## config.mk

```make
export PLATFORM = sky130hd
export DESIGN_NAME = badt_ctrl
export DESIGN_NICKNAME = d
export VERILOG_FILES = /design/src/rtl/badt_pkg.sv /design/src/rtl/badt_ctrl.sv
export SDC_FILE = /design/constraint.sdc
export NUM_CORES = 1
export LEC_CHECK = 0
export BUFFER_PORTS_ARGS = -buffer_cell sky130_fd_sc_hd__clkbuf_2
export CORE_UTILIZATION = 35
export CTS_CLUSTER_SIZE = 12
export DETAILED_ROUTE_END_ITERATION = 7
export SKIP_CTS_REPAIR_TIMING = 1
export SLEW_MARGIN = 20
export SYNTH_ARGS = -nofsm -noshare
export SYNTH_HDL_FRONTEND = slang
export SYNTH_SLANG_ARGS = --single-unit
```

## constraint.sdc

```tcl
create_clock -name clock -period 2.1 [get_ports clock]
set_input_delay 0.21 -clock clock [delete_from_list [all_inputs] [get_ports clock]]
set_output_delay 0.21 -clock clock [all_outputs]
set_load 0.02 [all_outputs]
```

## src/rtl/badt_pkg.sv

```systemverilog
package badt_pkg;

   localparam int TABLE_ENTRIES = 1024;
   localparam int ENTRY_W       = 10;
   localparam int ADDR_W        = $clog2(TABLE_ENTRIES);
   localparam int STORE_W       = ENTRY_W + 1;
   localparam int DEPTH_MAX     = 16;
   localparam int IDX_W         = $clog2(DEPTH_MAX);
   localparam int LEN_W         = $clog2(DEPTH_MAX + 1);
   localparam int LIMIT_W       = 5;
   localparam int DIST_W        = 6;

   localparam logic [LIMIT_W-1:0] LIMIT_RESET = LIMIT_W'(5);

   localparam logic ACT_RECORD = 1'b0;
   localparam logic ACT_QUERY  = 1'b1;

   typedef enum logic [3:0] {
      S_CLEAR,
      S_IDLE,
      S_START_A,
      S_WALK_A,
      S_START_B,
      S_WALK_B,
      S_DIRECT,
      S_PAIR,
      S_DONE
   } state_type;

   typedef struct packed {
      logic clr_step;
      logic rec_write;
      logic load;
      logic set_equal;
      logic start;
      logic walk;
      logic sel_b;
      logic direct;
      logic pair_step;
      logic out_load;
   } cmd_type;

   typedef struct packed {
      logic clr_last;
      logic equal;
      logic start_more;
      logic walk_more;
      logic direct_hit;
      logic len_a_zero;
      logic pair_hit;
      logic pair_last;
      logic rsp_free;
   } sts_type;

endpackage

```

## src/rtl/badt_ctrl.sv

```systemverilog
module badt_ctrl (
   input  logic              clock,
   input  logic              reset,
   input  logic              req_valid,
   input  logic              req_action,
   output logic              req_ready,
   output badt_pkg::cmd_type cmd,
   input  badt_pkg::sts_type sts
);
   import badt_pkg::*;

   state_type state_ff;
   state_type state_in;

   always_ff @(posedge clock) begin
      if (reset) begin
         state_ff <= S_CLEAR;
      end else begin
         state_ff <= state_in;
      end
   end

   always_comb begin
      state_in  = state_ff;
      cmd       = '0;
      req_ready = 1'b0;
      case (state_ff)
         S_CLEAR: begin
            cmd.clr_step = 1'b1;
            if (sts.clr_last) begin
               state_in = S_IDLE;
            end
         end
         S_IDLE: begin
            req_ready = 1'b1;
            if (req_valid) begin
               if (req_action == ACT_RECORD) begin
                  cmd.rec_write = 1'b1;
               end else if (sts.equal) begin
                  cmd.set_equal = 1'b1;
                  state_in      = S_DONE;
               end else begin
                  cmd.load = 1'b1;
                  state_in = S_START_A;
               end
            end
         end
         S_START_A: begin
            cmd.start = 1'b1;
            state_in  = sts.start_more ? S_WALK_A : S_START_B;
         end
         S_WALK_A: begin
            cmd.walk = 1'b1;
            if (!sts.walk_more) begin
               state_in = S_START_B;
            end
         end
         S_START_B: begin
            cmd.start = 1'b1;
            cmd.sel_b = 1'b1;
            state_in  = sts.start_more ? S_WALK_B : S_DIRECT;
         end
         S_WALK_B: begin
            cmd.walk  = 1'b1;
            cmd.sel_b = 1'b1;
            if (!sts.walk_more) begin
               state_in = S_DIRECT;
            end
         end
         S_DIRECT: begin
            cmd.direct = 1'b1;
            if (sts.direct_hit || sts.len_a_zero) begin
               state_in = S_DONE;
            end else begin
               state_in = S_PAIR;
            end
         end
         S_PAIR: begin
            cmd.pair_step = 1'b1;
            if (sts.pair_hit || sts.pair_last) begin
               state_in = S_DONE;
            end
         end
         S_DONE: begin
            if (sts.rsp_free) begin
               cmd.out_load = 1'b1;
               state_in     = S_IDLE;
            end
         end
         default: begin
            state_in = S_IDLE;
         end
      endcase
   end

endmodule

```

==> flow_summary.yaml <==
run:
  drv_cap: 0
setup_path:
  crit_slowest_cell: "or4b_4"
  crit_family: "simple AND/OR/NAND/NOR gates"
  r2r_start: "state_ff[1]"
  max_stage_delay_ns: 0.63
  cp.buffers_inverters: 2
  path_cells: "or4b_4, clkinv_4, nand3_1, nor2_1, clkbuf_2"
  reg2reg_slack_ns: 0.37
  worst_r2r_endpoint: "state_ff[2]"
  cp_max_fo: 13
  r2r_cells: 5
  startpoint_type: "register"
  end_kind: "primary output"
  crit_arrival_ns: 1.78
  worstPathRequired_ns: 1.89
  worstSetupPathType: "reg2out"
synthesis:
  syn_area_per_cell_um2: 8.59
  syn_area_um2: 498
  synth_seq_cells: 4
  yosysSeqAreaShare_pct: 16.1
  synth_cells: 58
  yosysWarnings: 0
  synth_cell_type_count: 37
  synth_nets: 71
layout:
  postLayoutCellArea_um2: 628
  final_common_cell: "clkbuf_2"
  stdcell_count: 96
  layout-drive-gt1-share_pct: 46.9
  reg.largest.list: "state_ff x4"
  top_register: "state_ff"
  largest_reg_flops: 4
  layout.nets: 96
  syn2layout_area_growth_pct: 26.1
  layout_common_cells: "23 x clkbuf_2, 6 x nor2_1, 4 x nor3_1, 4 x dfxtp_1"
  antenna_cells: 0
placed_design:
  gp_congestion: 0.767
  dp_cells: 93
  io_buffers: 23
  hpwl_um: 888
  dp_slack_ns: 0.356
  postPlaceCellArea_um2: 606
die:
  initial_utilization_pct: 37.8
  core_um2: 1320
  die_y_um: 39.7
  io_pins: 24
  dieWidth_um: 39.7
  num_rows: 13
  dieArea_um2: 1580
clock_tree:
  cts_root_buffer: "clkbuf_4"
  worstSkewPairLatency_ns: 0.23
  cts_buffers: 3
  cts_tree: "yes"
  cts.clk_slew.worst_paths_ns: 0.04
  clock_sinks: 4
  h-tree-depth: 1
  clock_path_buffers: 2
timing:
  rsz0062_at_grt: "no"
  clock.fmax_ghz: 0.503
  hold_slack_ns: 0.199
  drv_slew: 0
  finalCritPeriodShare_pct: 94.6
  final-setup-viol-count: 0
  post-route-min-period_ns: 1.99
  final-hold-violation-count: 0
  setup_tns_ns: 0
  tightest_slew_ns: 0.510
  slew_headroom_pct: 66.0
  fin_ws_ns: 0.112
  finalClockSkew_ns: 0.00259
routing:
  wire_per_inst_um: 11.5
  drtIter0Drc: 10
  drt_pre_antenna_iters: 4
  remaining_drc_errors: 0
  routed_wl_mm: 1.11
  vias: 532
  viasPerCell: 5.54
  antenna_left: 0
global_routing:
  grt_max_degree: 15
  grt-ovfl-total: 0
  antenna_found_initial: 0
  grtUsageTotal_pct: 16.6
  grt_pass1_vias: 423
  grt_pass1_wl_mm: 1.83
worst_hold_path:
  min_to: "state_ff[2]"
  hold_path_depth: 2
  hp-start: "reset"
  worstHoldPathType: "in2reg"
pwr:
  ir_worst_vdd_mv: 0.421
  p_per_area_nw_per_um2: 546
  leakagePower_nw: 0.315
outcome:
  status: "finished, final reports clean"
[where the power goes]
part           internal [mW]  leakage [nW]  total (mW)  switching, mW
clock                 0.0638        0.0138      0.0940         0.0302
sequential            0.0825        0.0326      0.0956         0.0131
combinational         0.0688         0.269       0.153         0.0842
total                  0.215         0.315       0.343          0.128
[how the worst max path moves through the flow]
| stage | from | to | depth (start not counted) |
|---|---|---|---|
| after floorplan | state_ff[1] | cmd[6] | 4 |
| after global placement | state_ff[1] | cmd[7] | 5 |
| after detailed placement | state_ff[1] | cmd[6] | 5 |
| after CTS | state_ff[1] | cmd[6] | 5 |
| after global routing | state_ff[1] | cmd[7] | 5 |
| final | state_ff[1] | cmd[6] | 5 |
[cell families after synthesis]
kind of cell / synth area share [%]
AND/OR/NAND/NOR: 34.2
AO/OA/AOI/OAI: 30.9
buffers and inverters: 11.6
flip-flops: 16.1
multiplexers: 4.02
XOR/XNOR: 3.27
[cell type report]
| cell class | count | area, µm² |
|---|---|---|
| Inverter | 5 | 23.8 |
| Multi-Input combinational cell | 45 | 360 |
| Clock buffer | 3 | 22.5 |
| Fill cell | 125 | 689 |
| Tap cell | 15 | 18.8 |
| Sequential cell | 4 | 80.1 |
| Timing Repair Buffer | 24 | 123 |
[layer usage]
metal  global-route usage (%)  routed length, µm
met1                     23.9                478
met4                        0                  0
met2                     25.4                581
met3                     5.11                 48
met5                        0                  0
[through the flow]
| stage | total power [mW] | util, % |
|---|---|---|
| floorplan | 0.212 | - |
| global placement | 0.249 | 46.0 |
| detailed placement | 0.250 | 46.0 |
| CTS | 0.347 | 47.7 |
| global route | 0.370 | 47.7 |
| finish | 0.343 | 47.7 |
[cells in the mapped netlist]
library cell	number	area (µm²)
nor2_1	6	22.5
dfxtp_1	4	80.1
nor3_1	4	20.0
buf_4	3	22.5
inv_1	3	11.3
nand2_1	3	11.3
a21oi_1	2	10.0
mux2i_1	2	20.0
nand3_1	2	10.0
o211a_1	2	20.0
a2111oi_2	1	15.0
a211oi_1	1	7.51
a21o_1	1	7.51
a22oi_2	1	12.5
a2bb2oi_4	1	26.3
a41oi_1	1	8.76
and2b_2	1	8.76
and3_1	1	6.26
buf_6	1	11.3
clkinv_4	1	8.76
inv_2	1	3.75
nand3b_1	1	7.51
nand3b_2	1	11.3
nand4b_1	1	8.76
nand4bb_1	1	11.3
nor2b_1	1	6.26
nor3_2	1	10.0
nor3b_1	1	7.51
nor4_1	1	6.26
o221ai_1	1	8.76
o311a_1	1	10.0
o311a_2	1	11.3
o31a_1	1	8.76
o31ai_1	1	7.51
or3b_1	1	8.76
or4b_4	1	13.8
xnor2_2	1	16.3
No activity file was read; power rests on OpenSTA's default activity.
